<file path="src/rtl/rwps_pkg.sv">
`timescale 1ns / 1ps
// ----------------------------------------------------------------------------
// rwps_pkg: shared types and constants
// Field widths, command and status codes, and the control and status structs
// that join the controller and the datapath of the parent select unit.
// ----------------------------------------------------------------------------
package rwps_pkg;

    // Field widths fixed by the item formats.
    localparam int CMD_W     = 2;
    localparam int IDX_W     = 6;
    localparam int FIT_W     = 16;
    localparam int PICK_W    = 22;
    localparam int TOT_W     = 22;
    localparam int ST_W      = 2;
    localparam int GEN_W     = 32;
    localparam int SIZE_W    = 7;
    localparam int MAX_SIZE  = 64;

    // Default table depth.
    localparam int MEMBERS_DEF = 64;

    // Input commands.
    typedef enum logic [CMD_W-1:0] {
        CMD_WRITE   = 2'd0,
        CMD_PICK    = 2'd1,
        CMD_END_GEN = 2'd2
    } cmd_t;

    // Result status codes.
    typedef enum logic [ST_W-1:0] {
        ST_OK      = 2'd0,
        ST_RANGE   = 2'd1,
        ST_NO_PICK = 2'd2
    } status_t;

    // Controller states.
    typedef enum logic [2:0] {
        S_CLEAR,
        S_IDLE,
        S_READ,
        S_DRAIN,
        S_DONE
    } state_t;

    // Controller to datapath commands.
    typedef struct packed {
        logic clear_wr;   // write zero at the walk counter (clearing pass)
        logic start;      // item accepted: latch it, do a fitness write if it is an in-range write
        logic issue;      // read the table entry at the walk counter
        logic load;       // move the finished result into the output register
    } ctl_cmd_t;

    // Datapath to controller status.
    typedef struct packed {
        logic last_clear; // counter sits on the last table entry
        logic last_issue; // counter sits on the last member in use
    } dp_status_t;

endpackage

</file>
<file path="src/rtl/rwps_if.sv">
`timescale 1ns / 1ps
// ----------------------------------------------------------------------------
// rwps_if: item channels of the parent select unit
// Valid/ready channels for incoming commands and outgoing results.
// ----------------------------------------------------------------------------

// Command item channel.
interface rwps_item_if;
    logic                          valid;
    logic                          ready;
    logic [rwps_pkg::CMD_W-1:0]    cmd;
    logic [rwps_pkg::IDX_W-1:0]    member_index;
    logic [rwps_pkg::FIT_W-1:0]    fitness_value;
    logic [rwps_pkg::PICK_W-1:0]   spin_value;

    modport source (
        output valid, cmd, member_index, fitness_value, spin_value,
        input  ready
    );
    modport sink (
        input  valid, cmd, member_index, fitness_value, spin_value,
        output ready
    );
endinterface

// Result item channel.
interface rwps_result_if;
    logic                          valid;
    logic                          ready;
    logic [rwps_pkg::IDX_W-1:0]    picked_index;
    logic [rwps_pkg::ST_W-1:0]     status;
    logic [rwps_pkg::TOT_W-1:0]    fitness_total;
    logic [rwps_pkg::IDX_W-1:0]    fittest_index;
    logic [rwps_pkg::FIT_W-1:0]    fittest_value;
    logic [rwps_pkg::FIT_W-1:0]    best_of_generation;
    logic [rwps_pkg::FIT_W-1:0]    best_ever;
    logic [rwps_pkg::GEN_W-1:0]    generation_number;

    modport source (
        output valid, picked_index, status, fitness_total, fittest_index,
               fittest_value, best_of_generation, best_ever, generation_number,
        input  ready
    );
    modport sink (
        input  valid, picked_index, status, fitness_total, fittest_index,
               fittest_value, best_of_generation, best_ever, generation_number,
        output ready
    );
endinterface

</file>
<file path="src/rtl/rwps_ctrl.sv">
`timescale 1ns / 1ps
// ----------------------------------------------------------------------------
// rwps_ctrl: sequencing state machine
// Runs the clearing pass after reset, accepts one item at a time, steps the
// table walk and hands the result to the output register.
// ----------------------------------------------------------------------------
module rwps_ctrl (
    input  logic                  clk,
    input  logic                  rst_n,
    input  logic                  in_valid,
    output logic                  in_ready,
    output logic                  out_valid,
    input  logic                  out_ready,
    input  rwps_pkg::dp_status_t  dp_status,
    output rwps_pkg::ctl_cmd_t    dp_cmd
);

    rwps_pkg::state_t state_reg;
    rwps_pkg::state_t state_next;
    logic             out_valid_reg;
    logic             out_valid_next;

    // State and output valid registers.
    always_ff @(posedge clk or negedge rst_n)
    begin
        if (!rst_n)
        begin
            state_reg     <= rwps_pkg::S_CLEAR;
            out_valid_reg <= 1'b0;
        end
        else
        begin
            state_reg     <= state_next;
            out_valid_reg <= out_valid_next;
        end
    end

    // Next state and commands.
    always_comb
    begin
        state_next = state_reg;
        dp_cmd     = '0;
        in_ready   = 1'b0;
        unique case (state_reg)
            rwps_pkg::S_CLEAR:
            begin
                dp_cmd.clear_wr = 1'b1;
                if (dp_status.last_clear)
                begin
                    state_next = rwps_pkg::S_IDLE;
                end
            end
            rwps_pkg::S_IDLE:
            begin
                in_ready = 1'b1;
                if (in_valid)
                begin
                    dp_cmd.start = 1'b1;
                    state_next   = rwps_pkg::S_READ;
                end
            end
            rwps_pkg::S_READ:
            begin
                dp_cmd.issue = 1'b1;
                if (dp_status.last_issue)
                begin
                    state_next = rwps_pkg::S_DRAIN;
                end
            end
            rwps_pkg::S_DRAIN:
            begin
                state_next = rwps_pkg::S_DONE;
            end
            rwps_pkg::S_DONE:
            begin
                if (!out_valid_reg || out_ready)
                begin
                    dp_cmd.load = 1'b1;
                    state_next  = rwps_pkg::S_IDLE;
                end
            end
            default:
            begin
                state_next = rwps_pkg::S_IDLE;
            end
        endcase
    end

    // The output register holds its item until the consumer takes it.
    always_comb
    begin
        if (dp_cmd.load)
        begin
            out_valid_next = 1'b1;
        end
        else if (out_ready)
        begin
            out_valid_next = 1'b0;
        end
        else
        begin
            out_valid_next = out_valid_reg;
        end
    end

    assign out_valid = out_valid_reg;

endmodule

</file>
<file path="src/rtl/rwps_dpath.sv">
`timescale 1ns / 1ps
// ----------------------------------------------------------------------------
// rwps_dpath: fitness table and walk datapath
// Holds the fitness memory, the latched item, the walk counter, the running
// total, fittest and pick accumulators, the generation records and the
// output payload register.
// ----------------------------------------------------------------------------
module rwps_dpath #(
    parameter int MEMBERS = rwps_pkg::MEMBERS_DEF
) (
    input  logic                          clk,
    input  logic                          rst_n,
    input  rwps_pkg::ctl_cmd_t            dp_cmd,
    output rwps_pkg::dp_status_t          dp_status,
    input  logic                          cfg_we,
    input  logic [rwps_pkg::SIZE_W-1:0]   cfg_wdata,
    input  logic [rwps_pkg::CMD_W-1:0]    item_cmd,
    input  logic [rwps_pkg::IDX_W-1:0]    item_index,
    input  logic [rwps_pkg::FIT_W-1:0]    item_fitness,
    input  logic [rwps_pkg::PICK_W-1:0]   item_pick,
    output logic [rwps_pkg::IDX_W-1:0]    picked_index,
    output logic [rwps_pkg::ST_W-1:0]     status,
    output logic [rwps_pkg::TOT_W-1:0]    fitness_total,
    output logic [rwps_pkg::IDX_W-1:0]    fittest_index,
    output logic [rwps_pkg::FIT_W-1:0]    fittest_value,
    output logic [rwps_pkg::FIT_W-1:0]    best_of_generation,
    output logic [rwps_pkg::FIT_W-1:0]    best_ever,
    output logic [rwps_pkg::GEN_W-1:0]    generation_number
);

    localparam int ADDR_W   = (MEMBERS > 1) ? $clog2(MEMBERS) : 1;
    localparam int CNT_W    = $clog2(MEMBERS + 1);
    localparam int EXT_W    = (CNT_W > rwps_pkg::SIZE_W) ? CNT_W : rwps_pkg::SIZE_W;
    localparam int SIZE_RST = (MEMBERS < rwps_pkg::MAX_SIZE) ? MEMBERS : rwps_pkg::MAX_SIZE;

    // Fitness memory.
    logic [rwps_pkg::FIT_W-1:0] fit_mem [MEMBERS];
    logic                       wr_en;
    logic [ADDR_W-1:0]          wr_addr;
    logic [rwps_pkg::FIT_W-1:0] wr_data;
    logic [rwps_pkg::FIT_W-1:0] rd_data_reg;

    // Configuration and walk control.
    logic [rwps_pkg::SIZE_W-1:0] pop_size_reg;
    logic [EXT_W-1:0]            size_ext;
    logic [CNT_W-1:0]            n_use;
    logic [CNT_W-1:0]            cnt_reg;
    logic                        wr_ok;
    logic                        pipe_vld_reg;
    logic [ADDR_W-1:0]           pipe_idx_reg;

    // Latched item.
    rwps_pkg::cmd_t              cmd_reg;
    rwps_pkg::status_t           status_reg;

    // Walk accumulators.
    logic [rwps_pkg::TOT_W-1:0]  total_reg;
    logic [rwps_pkg::FIT_W-1:0]  best_val_reg;
    logic [ADDR_W-1:0]           best_idx_reg;
    logic [rwps_pkg::PICK_W-1:0] rem_reg;
    logic                        found_reg;
    logic [ADDR_W-1:0]           picked_reg;
    logic [rwps_pkg::PICK_W-1:0] fit_ext;
    logic                        pick_hit;

    // Generation records.
    logic [rwps_pkg::FIT_W-1:0]  best_gen_reg;
    logic [rwps_pkg::FIT_W-1:0]  best_all_reg;
    logic [rwps_pkg::GEN_W-1:0]  gen_reg;

    // Output payload register.
    logic [rwps_pkg::IDX_W-1:0]  out_picked_reg;
    rwps_pkg::status_t           out_status_reg;
    logic [rwps_pkg::TOT_W-1:0]  out_total_reg;
    logic [rwps_pkg::IDX_W-1:0]  out_fit_idx_reg;
    logic [rwps_pkg::FIT_W-1:0]  out_fit_val_reg;

    // Members in use: a size of zero acts as one, a size above the depth as the depth.
    always_comb
    begin
        size_ext = EXT_W'(pop_size_reg);
        if (size_ext == '0)
        begin
            n_use = CNT_W'(1);
        end
        else if (size_ext > EXT_W'(MEMBERS))
        begin
            n_use = CNT_W'(MEMBERS);
        end
        else
        begin
            n_use = CNT_W'(size_ext);
        end
    end

    assign wr_ok = (EXT_W'(item_index) < EXT_W'(n_use));

    // Walk counter status.
    assign dp_status.last_clear = (cnt_reg == CNT_W'(MEMBERS - 1));
    assign dp_status.last_issue = (cnt_reg == (n_use - CNT_W'(1)));

    // Size register.
    always_ff @(posedge clk or negedge rst_n)
    begin
        if (!rst_n)
        begin
            pop_size_reg <= rwps_pkg::SIZE_W'(SIZE_RST);
        end
        else if (cfg_we)
        begin
            pop_size_reg <= cfg_wdata;
        end
    end

    // Memory write port: zeroes during the clearing pass, else a fitness write.
    always_comb
    begin
        wr_en   = dp_cmd.clear_wr
                  || (dp_cmd.start && (item_cmd == rwps_pkg::CMD_WRITE) && wr_ok);
        wr_addr = dp_cmd.clear_wr ? cnt_reg[ADDR_W-1:0] : ADDR_W'(item_index);
        wr_data = dp_cmd.clear_wr ? '0 : item_fitness;
    end

    // Fitness memory with a registered read port.
    always_ff @(posedge clk)
    begin
        if (wr_en)
        begin
            fit_mem[wr_addr] <= wr_data;
        end
        if (dp_cmd.issue)
        begin
            rd_data_reg <= fit_mem[cnt_reg[ADDR_W-1:0]];
        end
    end

    // Walk counter and read pipeline valid.
    always_ff @(posedge clk or negedge rst_n)
    begin
        if (!rst_n)
        begin
            cnt_reg      <= '0;
            pipe_vld_reg <= 1'b0;
        end
        else
        begin
            pipe_vld_reg <= dp_cmd.issue;
            if (dp_cmd.start)
            begin
                cnt_reg <= '0;
            end
            else if (dp_cmd.clear_wr || dp_cmd.issue)
            begin
                cnt_reg <= cnt_reg + CNT_W'(1);
            end
        end
    end

    // Index of the entry in the read register.
    always_ff @(posedge clk)
    begin
        if (dp_cmd.issue)
        begin
            pipe_idx_reg <= cnt_reg[ADDR_W-1:0];
        end
    end

    // Pick test for the entry in the read register.
    assign fit_ext  = rwps_pkg::PICK_W'(rd_data_reg);
    assign pick_hit = (rem_reg <= fit_ext);

    // Item latch and walk accumulators.
    always_ff @(posedge clk)
    begin
        if (dp_cmd.start)
        begin
            cmd_reg      <= rwps_pkg::cmd_t'(item_cmd);
            status_reg   <= ((item_cmd == rwps_pkg::CMD_WRITE) && !wr_ok)
                            ? rwps_pkg::ST_RANGE : rwps_pkg::ST_OK;
            rem_reg      <= item_pick;
            total_reg    <= '0;
            best_val_reg <= '0;
            best_idx_reg <= '0;
            found_reg    <= 1'b0;
            picked_reg   <= '0;
        end
        else if (pipe_vld_reg)
        begin
            total_reg <= total_reg + rwps_pkg::TOT_W'(rd_data_reg);
            if (rd_data_reg > best_val_reg)
            begin
                best_val_reg <= rd_data_reg;
                best_idx_reg <= pipe_idx_reg;
            end
            if ((cmd_reg == rwps_pkg::CMD_PICK) && !found_reg)
            begin
                if (pick_hit)
                begin
                    found_reg  <= 1'b1;
                    picked_reg <= pipe_idx_reg;
                end
                else
                begin
                    rem_reg <= rem_reg - fit_ext;
                end
            end
        end
    end

    // Generation records update when a generation-end result is loaded.
    always_ff @(posedge clk or negedge rst_n)
    begin
        if (!rst_n)
        begin
            best_gen_reg <= '0;
            best_all_reg <= '0;
            gen_reg      <= rwps_pkg::GEN_W'(1);
        end
        else if (dp_cmd.load && (cmd_reg == rwps_pkg::CMD_END_GEN))
        begin
            best_gen_reg <= best_val_reg;
            if (best_val_reg > best_all_reg)
            begin
                best_all_reg <= best_val_reg;
            end
            gen_reg <= gen_reg + rwps_pkg::GEN_W'(1);
        end
    end

    // Output payload register.
    always_ff @(posedge clk)
    begin
        if (dp_cmd.load)
        begin
            out_picked_reg  <= ((cmd_reg == rwps_pkg::CMD_PICK) && found_reg)
                               ? rwps_pkg::IDX_W'(picked_reg) : '0;
            if ((cmd_reg == rwps_pkg::CMD_PICK) && !found_reg)
            begin
                out_status_reg <= rwps_pkg::ST_NO_PICK;
            end
            else
            begin
                out_status_reg <= status_reg;
            end
            out_total_reg   <= total_reg;
            out_fit_idx_reg <= rwps_pkg::IDX_W'(best_idx_reg);
            out_fit_val_reg <= best_val_reg;
        end
    end

    // The records change only when a result is loaded, so they drive the port directly.
    assign picked_index       = out_picked_reg;
    assign status             = out_status_reg;
    assign fitness_total      = out_total_reg;
    assign fittest_index      = out_fit_idx_reg;
    assign fittest_value      = out_fit_val_reg;
    assign best_of_generation = best_gen_reg;
    assign best_ever          = best_all_reg;
    assign generation_number  = gen_reg;

endmodule

</file>
<file path="src/rtl/roulette_wheel_parent_select_unit.sv">
`timescale 1ns / 1ps
// ----------------------------------------------------------------------------
// roulette_wheel_parent_select_unit: fitness table with roulette-wheel pick
//
//   Channel   Role     Carries
//   items     sink     cmd, member_index, fitness_value, spin_value
//   results   source   picked_index, status, totals, fittest and records
//   cfg       write    population_size (cfg_we, cfg_wdata)
//
// Each item is accepted, then walks n reads of the fitness memory read port,
// n being the members in use, drains the read register and loads the output
// register. After reset a clearing pass zeroes every table entry before the
// first item is accepted. A result held in the output register does not
// block the next item; only loading the following result waits for the
// consumer.
// ----------------------------------------------------------------------------
module roulette_wheel_parent_select_unit #(
    parameter int MEMBERS = rwps_pkg::MEMBERS_DEF
) (
    input  logic                        clk,
    input  logic                        rst_n,
    rwps_item_if.sink                   items,
    rwps_result_if.source               results,
    input  logic                        cfg_we,
    input  logic [rwps_pkg::SIZE_W-1:0] cfg_wdata
);

    rwps_pkg::ctl_cmd_t   dp_cmd;
    rwps_pkg::dp_status_t dp_status;

    // Sequencer.
    rwps_ctrl u_ctrl (
        .clk       (clk),
        .rst_n     (rst_n),
        .in_valid  (items.valid),
        .in_ready  (items.ready),
        .out_valid (results.valid),
        .out_ready (results.ready),
        .dp_status (dp_status),
        .dp_cmd    (dp_cmd)
    );

    // Table and arithmetic.
    rwps_dpath #(
        .MEMBERS (MEMBERS)
    ) u_dpath (
        .clk                (clk),
        .rst_n              (rst_n),
        .dp_cmd             (dp_cmd),
        .dp_status          (dp_status),
        .cfg_we             (cfg_we),
        .cfg_wdata          (cfg_wdata),
        .item_cmd           (items.cmd),
        .item_index         (items.member_index),
        .item_fitness       (items.fitness_value),
        .item_pick          (items.spin_value),
        .picked_index       (results.picked_index),
        .status             (results.status),
        .fitness_total      (results.fitness_total),
        .fittest_index      (results.fittest_index),
        .fittest_value      (results.fittest_value),
        .best_of_generation (results.best_of_generation),
        .best_ever          (results.best_ever),
        .generation_number  (results.generation_number)
    );

`ifndef SYNTH
    // One item at a time: no new item right after an accept.
    a_one_item: assert property (@(posedge clk) disable iff (!rst_n)
        (items.valid && items.ready) |=> !items.ready)
        else $error("item accepted while another is in flight");

    // A loaded result is presented on the next cycle.
    a_load_valid: assert property (@(posedge clk) disable iff (!rst_n)
        dp_cmd.load |=> results.valid)
        else $error("loaded result not presented");

    // The overall record never falls below the last generation record.
    a_best_order: assert property (@(posedge clk) disable iff (!rst_n)
        results.best_ever >= results.best_of_generation)
        else $error("best ever below best of generation");

    // A failed or ignored command reports no picked member.
    a_pick_zero: assert property (@(posedge clk) disable iff (!rst_n)
        (results.valid && (results.status != rwps_pkg::ST_OK))
            |-> (results.picked_index == '0))
        else $error("picked index set on a failing status");
`endif

endmodule
</file>
<file path="src/flat_wrapper.sv">
// flat-port wrapper written by rule: the top's interface ports become plain ports
module roulette_wheel_parent_select_unit_flat 
#(
    parameter int MEMBERS = rwps_pkg::MEMBERS_DEF
)
  (clk, rst_n, cfg_we, cfg_wdata, items_valid, items_cmd, items_member_index, items_fitness_value, items_spin_value, items_ready, results_valid, results_picked_index, results_status, results_fitness_total, results_fittest_index, results_fittest_value, results_best_of_generation, results_best_ever, results_generation_number, results_ready);
  rwps_item_if items_i ();
  rwps_result_if results_i ();
  input  logic clk;
  input  logic rst_n;
  input  logic cfg_we;
  input  logic [rwps_pkg::SIZE_W-1:0] cfg_wdata;
  input wire logic [$bits(items_i.valid)-1:0] items_valid;
  input wire logic [$bits(items_i.cmd)-1:0] items_cmd;
  input wire logic [$bits(items_i.member_index)-1:0] items_member_index;
  input wire logic [$bits(items_i.fitness_value)-1:0] items_fitness_value;
  input wire logic [$bits(items_i.spin_value)-1:0] items_spin_value;
  output wire logic [$bits(items_i.ready)-1:0] items_ready;
  output wire logic [$bits(results_i.valid)-1:0] results_valid;
  output wire logic [$bits(results_i.picked_index)-1:0] results_picked_index;
  output wire logic [$bits(results_i.status)-1:0] results_status;
  output wire logic [$bits(results_i.fitness_total)-1:0] results_fitness_total;
  output wire logic [$bits(results_i.fittest_index)-1:0] results_fittest_index;
  output wire logic [$bits(results_i.fittest_value)-1:0] results_fittest_value;
  output wire logic [$bits(results_i.best_of_generation)-1:0] results_best_of_generation;
  output wire logic [$bits(results_i.best_ever)-1:0] results_best_ever;
  output wire logic [$bits(results_i.generation_number)-1:0] results_generation_number;
  input wire logic [$bits(results_i.ready)-1:0] results_ready;
  assign items_i.valid = items_valid;
  assign items_i.cmd = items_cmd;
  assign items_i.member_index = items_member_index;
  assign items_i.fitness_value = items_fitness_value;
  assign items_i.spin_value = items_spin_value;
  assign items_ready = items_i.ready;
  assign results_valid = results_i.valid;
  assign results_picked_index = results_i.picked_index;
  assign results_status = results_i.status;
  assign results_fitness_total = results_i.fitness_total;
  assign results_fittest_index = results_i.fittest_index;
  assign results_fittest_value = results_i.fittest_value;
  assign results_best_of_generation = results_i.best_of_generation;
  assign results_best_ever = results_i.best_ever;
  assign results_generation_number = results_i.generation_number;
  assign results_i.ready = results_ready;
  roulette_wheel_parent_select_unit #(.MEMBERS(MEMBERS)) u_core (.clk(clk), .rst_n(rst_n), .items(items_i), .results(results_i), .cfg_we(cfg_we), .cfg_wdata(cfg_wdata));
endmodule
</file>
<file path="config.mk">
export PLATFORM = sky130hd
export DESIGN_NAME = roulette_wheel_parent_select_unit_flat
export DESIGN_NICKNAME = d
export VERILOG_FILES = /design/src/rtl/rwps_pkg.sv /design/src/rtl/rwps_if.sv /design/src/rtl/rwps_ctrl.sv /design/src/rtl/rwps_dpath.sv /design/src/rtl/roulette_wheel_parent_select_unit.sv /design/src/flat_wrapper.sv
export SDC_FILE = /design/constraint.sdc
export NUM_CORES = 2
export LEC_CHECK = 0
export BUFFER_PORTS_ARGS = -buffer_cell sky130_fd_sc_hd__clkbuf_2
export CAP_MARGIN = 20
export CORE_MARGIN = 2
export CORE_UTILIZATION = 44
export CTS_CLUSTER_DIAMETER = 30
export DETAILED_ROUTE_END_ITERATION = 6
export PLACE_DENSITY_LB_ADDON = 0.15
export SETUP_SLACK_MARGIN = 0.05
export SLEW_MARGIN = 20
export SYNTH_ARGS = -nofsm -noshare
export SYNTH_HDL_FRONTEND = slang
export SYNTH_SLANG_ARGS = --single-unit
</file>
<file path="constraint.sdc">
create_clock -name clk -period 5.2 [get_ports clk]
set_input_delay 1.04 -clock clk [delete_from_list [all_inputs] [get_ports clk]]
set_output_delay 1.04 -clock clk [all_outputs]
set_load 0.05 [all_outputs]
</file>
; After elaboration in Yosys (flattened, before gate mapping)
; Memories as Yosys holds them, arrays and structs flattened. A register that Yosys moved wholly into a read port is not among the register bits.
; Cells that the tools add are included.
[op_classes]
add_sub_neg = 5
magnitude_cmp = 5
n_eq_ne = 13
n_mux = 27
n_reduce_logical = 24
[op_table]
columns = operator, count
row1 = $mux 22, 4
row2 = $add 32x1->32 const B, 1
row3 = $gt 16x16->1, 2
row4 = $mux 7, 4
row5 = $add 22x16->22, 1
row6 = $le 22x16->1, 1
row7 = $sub 22x16->22, 1
row8 = $mux 16, 1
row9 = $pmux 3 s5, 1
row10 = $mux 1, 12
row11 = $mux 3, 4
row12 = $reduce_bool 2->1, 4
row13 = $add 7x1->7 const B, 1
row14 = $eq 7x6->1 const B, 1
row15 = $eq 7x7->1, 1
row16 = $gt 7x7->1 const B, 1
row17 = $logic_not 7->1, 1
row18 = $lt 6x7->1, 1
row19 = $sub 7x1->7 const B, 1
row20 = $eq 3x2->1 const B, 2
row21 = $logic_and 1x1->1, 6
row22 = $mux 6, 1
row23 = $ne 2x2->1 const B, 3
row24 = $reduce_and 3->1, 2
row25 = 11 further kinds, 17
[word_totals]
reg_bits = 218
ramBits = 1024
output_inout_bits = 118
wordCells = 97
n_memories = 1
[mem_list]
columns = memory, depth, word_bits, read_ports, rd_ports_with_merged_regs, wr, line_no
row1 = u_core.u_dpath.fit_mem, 64, 16, 1, 1, 1, rwps_dpath.sv:37  ; logic [rwps_pkg::FIT_W-1:0] fit_mem [MEMBERS];

; Longest topological paths before layout
[depth]
depth_word = 8
depth_mapped = 10

; Modules after synthesis
; Synthesis repeated with hierarchy kept, for this count alone.
[hier_totals]
hier_cells = 2662
area_unflattened_um2 = 50968.9
[by_module_without_submodules]
columns = mod, instances, cells_each, area_per_inst_um2
row1 = rwps_dpath, 1, 2633, 50732.4
row2 = rwps_ctrl, 1, 29, 236.5

; Worst setup path after synthesis
; OpenSTA, ideal clock, no wires.
[synth_path]
kind = input port to flip-flop
start = input port results_ready
end = register u_core.u_dpath.out_total_reg (netlist bit u_core.u_dpath.fitness_total[0]) (enable)
setup_ps = 462
t_arrival_ps = 3376
path_slack_ps = 1363
cell_stages = 2
path_buffers = 0
cell_sequence = nor2b_1 nor2_1
[synth_rtl]
columns = item, line_no
row1 = "start, declared", flat_wrapper.sv:28  ; input wire logic [$bits(results_i.ready)-1:0] results_ready;
row2 = "end signal, assigned", rwps_dpath.sv:245  ; out_total_reg <= total_reg;
row3 = "end, declared", rwps_dpath.sv:74  ; logic [rwps_pkg::TOT_W-1:0] out_total_reg;

; Final worst setup path
[layout_path]
start = register u_core.u_dpath.rd_data_reg[0] (netlist name), read port of u_core.u_dpath.fit_mem
end = register u_core.u_dpath.rem_reg[13] (netlist name) (enable)
[layout_between]
elab_chain_cells = 3
[layout_rtl]
columns = item, line_no
row1 = "start, declared", rwps_dpath.sv:41  ; logic [rwps_pkg::FIT_W-1:0] rd_data_reg;
row2 = $le 22x16->1, rwps_dpath.sv:170  ; assign pick_hit = (rem_reg <= fit_ext);
row3 = $ne 2x2->1 (no source line), n/a
row4 = $reduce_and 3->1 (no source line), n/a
row5 = "end signal, assigned", rwps_dpath.sv:180  ; rem_reg <= item_pick;
row6 = "end signal, assigned", rwps_dpath.sv:204  ; rem_reg <= rem_reg - fit_ext;
row7 = "end, declared", rwps_dpath.sv:60  ; logic [rwps_pkg::PICK_W-1:0] rem_reg;
; No other way between the ends.
; A chain may end at the register's enable or synchronous reset.

==> results.json <==
{
  "outcome": "finished, final reports clean",
  "largest_register_ffs": 1024,
  "pwr-share-clk_pct": 40.9,
  "grt_max_degree": 90,
  "p_leak_nw": 22.3,
  "die_w_um": 344,
  "viasPerCell": 5.70,
  "drc": 0,
  "place.gp.congestion": 0.878,
  "cts_hold_buffers": 0,
  "dr_total_vias": 27600,
  "drv_slew": 0,
  "ctsHtreeMaxLevel": 5,
  "die_h_um": 344,
  "clock_latency_ns": 0.84,
  "clk_pin_slew_worst_paths_ns": 0.05,
  "synth-edff-count": 1123,
  "hp-class": "input port to async pin",
  "rsz0062_at_grt": "no",
  "min_period_ns": 4.18,
  "drt_wl_total_um": 136000,
  "clockRootBuffer": "clkbuf_16",
  "fin_nets": 3262,
  "setup_violations": 0,
  "yosysWarnings": 0,
  "cap_violations": 0,
  "drive_gt1_share_pct": 33.7,
  "cts.repair.resized": 0,
  "antenna_found_initial": 11,
  "hold_viol_final": 0,
  "ff2ff_setup_slack_ns": 1.02,
  "path_max_fanout": 22,
  "skew_ns": 0.0502,
  "synth_most_common_cell": "edfxtp_1",
  "async_reset_ff_share_pct": 6.60,
  "arrival_ns": 4.59,
  "dp.cells": 4358,
  "power.switching_mw": 12.7,
  "power_frac_seq_pct": 33.2,
  "fin_crit_sh_pct": 80.3,
  "syn_area_per_cell_um2": 19.1,
  "syn2layout_area_growth_pct": 24.4,
  "first_global_vias": 28400,
  "worst_pin_slew_ns": 1.06,
  "fmaxAchievable_mhz": 239,
  "drt_iter0_drc": 3011,
  "num-fill-cells": 8754,
  "synth_top_cell_by_area": "edfxtp_1",
  "crit_type": "flip-flop to flip-flop",
  "whs_ns": 0.136,
  "p_comb_share_pct": 25.9,
  "synth-main-ff-cell": "edfxtp_1",
  "required_ns": 5.61,
  "cp_top_family": "compound AO/OA/AOI/OAI gates",
  "synth_cells": 2664,
  "initial_core_util_pct": 44.5,
  "design.die.area_um2": 118000,
  "yosys.area.top_type_share_pct": 66.2,
  "synthDistinctLibCells": 74,
  "ant_nets": 0,
  "wl_per_cell_um": 28.0,
  "crit_path_start_kind": "flip-flop",
  "ioPinCount": 176,
  "grt_pass1_wl_um": 197000,
  "synth_nets": 2796,
  "port_buffers": 175,
  "ir_worst_vdd_mv": 1.21,
  "cp-end-kind": "flip-flop",
  "crit_buf_inv": 0,
  "regMostFlops": "u_core.u_dpath.fit_mem",
  "ys_seq_area_share_pct": 72.3,
  "post-cts-setup-buffers": 0,
  "ys_top_cells_by_area": "edfxtp_1 (66%), mux4_2 (14%), dfrtp_1 (4.0%)",
  "critPathSlowestCell": "nand2_1",
  "synth_common_cells": "edfxtp_1 (1123), mux4_2 (320), nor2_1 (146)",
  "intPower_mw": 27.8,
  "first_pass_iters": 7,
  "cp_cell_sequence": "ha_1, fa_1, nand2b_1, a211oi_1, a2bb2oi_1, o21a_1, o21ai_0, nand2_1",
  "cts_tree": "yes",
  "slowest_delay_ns": 0.79,
  "dp_hpwl_um": 83500,
  "grt_overflow_total": 0,
  "fin_tns_setup_ns": 0,
  "cts.sinks": 1257,
  "core_um2": 115000,
  "synth_area_um2": 50900,
  "maxSlewHeadroom_pct": 29.0,
  "synth_seq_cells": 1257,
  "p_sw_share_pct": 31.4,
  "max-clock-path-buffers": 4,
  "power.density_nw_per_um2": 640,
  "fin_cells": 4853,
  "rows": 124,
  "grt_use_total_pct": 23.2,
  "cts_buffers": 282
}
kinds of logic after synthesis:
kind of cell | after synthesis | synth area share (%)
xor+xnor | 60 | 1.03
simple gates | 443 | 4.32
compound gates | 251 | 3.24
flops | 1257 | 72.3
mux | 397 | 15.7
fa+ha+maj | 74 | 1.85
buf+inv | 182 | 1.52
metrics by stage:
| stage | power (mW) | cell area, um^2 | setup slack [ns] | utilization, % |
|---|---|---|---|---|
| 2_1_floorplan | 20.1 | 50900 | 1.36 | - |
| 3_3_place_gp | 24.0 | 54300 | 1.24 | 47.5 |
| 3_5_place_dp | 24.2 | 54300 | 1.07 | 47.5 |
| 4_1_cts | 40.9 | 63300 | 1.03 | 55.3 |
| 5_1_grt | 42.0 | 63300 | 0.832 | 55.3 |
| 6_report | 40.5 | 63300 | 1.02 | 55.3 |
cell type report:
cell class	instances	area, um^2	share of cell area (%)
Clock inverter	174	1700	2.69
Clock buffer	318	7270	11.5
Inverter	66	248	0.391
Antenna cell	3	7.51	0.0119
Sequential cell	1257	36800	58.2
Timing Repair Buffer	298	1890	2.98
Tap cell	1512	1890	2.99
Multi-Input combinational cell	1225	13500	21.3
power by group through the flow:
stage,registers (mW),clock network (mW),logic (mW)
2_1_floorplan,13.6,0,6.53
3_3_place_gp,13.6,0,10.4
3_5_place_dp,13.7,0,10.6
4_1_cts,13.5,16.8,10.6
5_1_grt,13.6,17.3,11.2
6_report,13.5,16.6,10.5
per-layer routing:
| layer | global-route usage, % | share of wire (%) |
|---|---|---|
| met1 | 31.9 | 41 |
| met2 | 37.2 | 48 |
| met3 | 4.78 | 7.8 |
| met4 | 7.52 | 2.5 |
| met5 | 0 | 0.029 |
final timing paths:
kind	start	cells after the start	end
min in group clk	u_core.u_dpath.best_idx_reg[0]	0	u_core.u_dpath.fittest_index[0]
setup reg to reg	u_core.u_dpath.rd_data_reg[0]	8	u_core.u_dpath.rem_reg[13]
hold reg to reg	u_core.u_dpath.best_idx_reg[0]	0	u_core.u_dpath.fittest_index[0]
setup / recovery	u_core.u_dpath.rd_data_reg[0]	8	u_core.u_dpath.rem_reg[13]
max in group asynchronous	rst_n	2	u_core.u_dpath.generation_number[25]
hold / removal	rst_n	1	u_core.u_dpath.best_ever[8]
cells in the final DEF, fill, tap and decap left out, types with 8 or more instances in the layout:
cell type   netlist  routed
inv_1            64      64
clkinv_4          0      20
and3_1           14      14
a211oi_1         10      10
nor2b_4           0      16
nand4_1          23      23
clkbuf_16         0     285
nor3_1           27      24
clkbuf_1         59      32
o31ai_1          15      15
mux2_2           25      25
nor2_1          146     145
nand3_1          28      28
dfrtp_1          81      77
clkinvlp_4        0      36
clkinv_2          0      45
inv_6             0      22
nor2b_1          31      14
clkbuf_2          0     174
o21a_1           14      14
a31oi_1          11      10
xnor2_1          43      43
bufinv_16         0      21
nand2b_1         27      27
nand2_1          93      92
or3_1             8       8
buf_4             6     117
mux2i_1          52      52
mux4_2          320     320
ha_1             72      72
clkinv_1          2      22
edfxtp_1       1123    1123
xor2_1           17      17
a21oi_1          59      59
o21ai_0          49      49
a21o_1           10      10
and2_1           10      10
dfxtp_1          51      51
a22oi_1          32      32
Note: power is estimated with default switching activity, not from simulation.
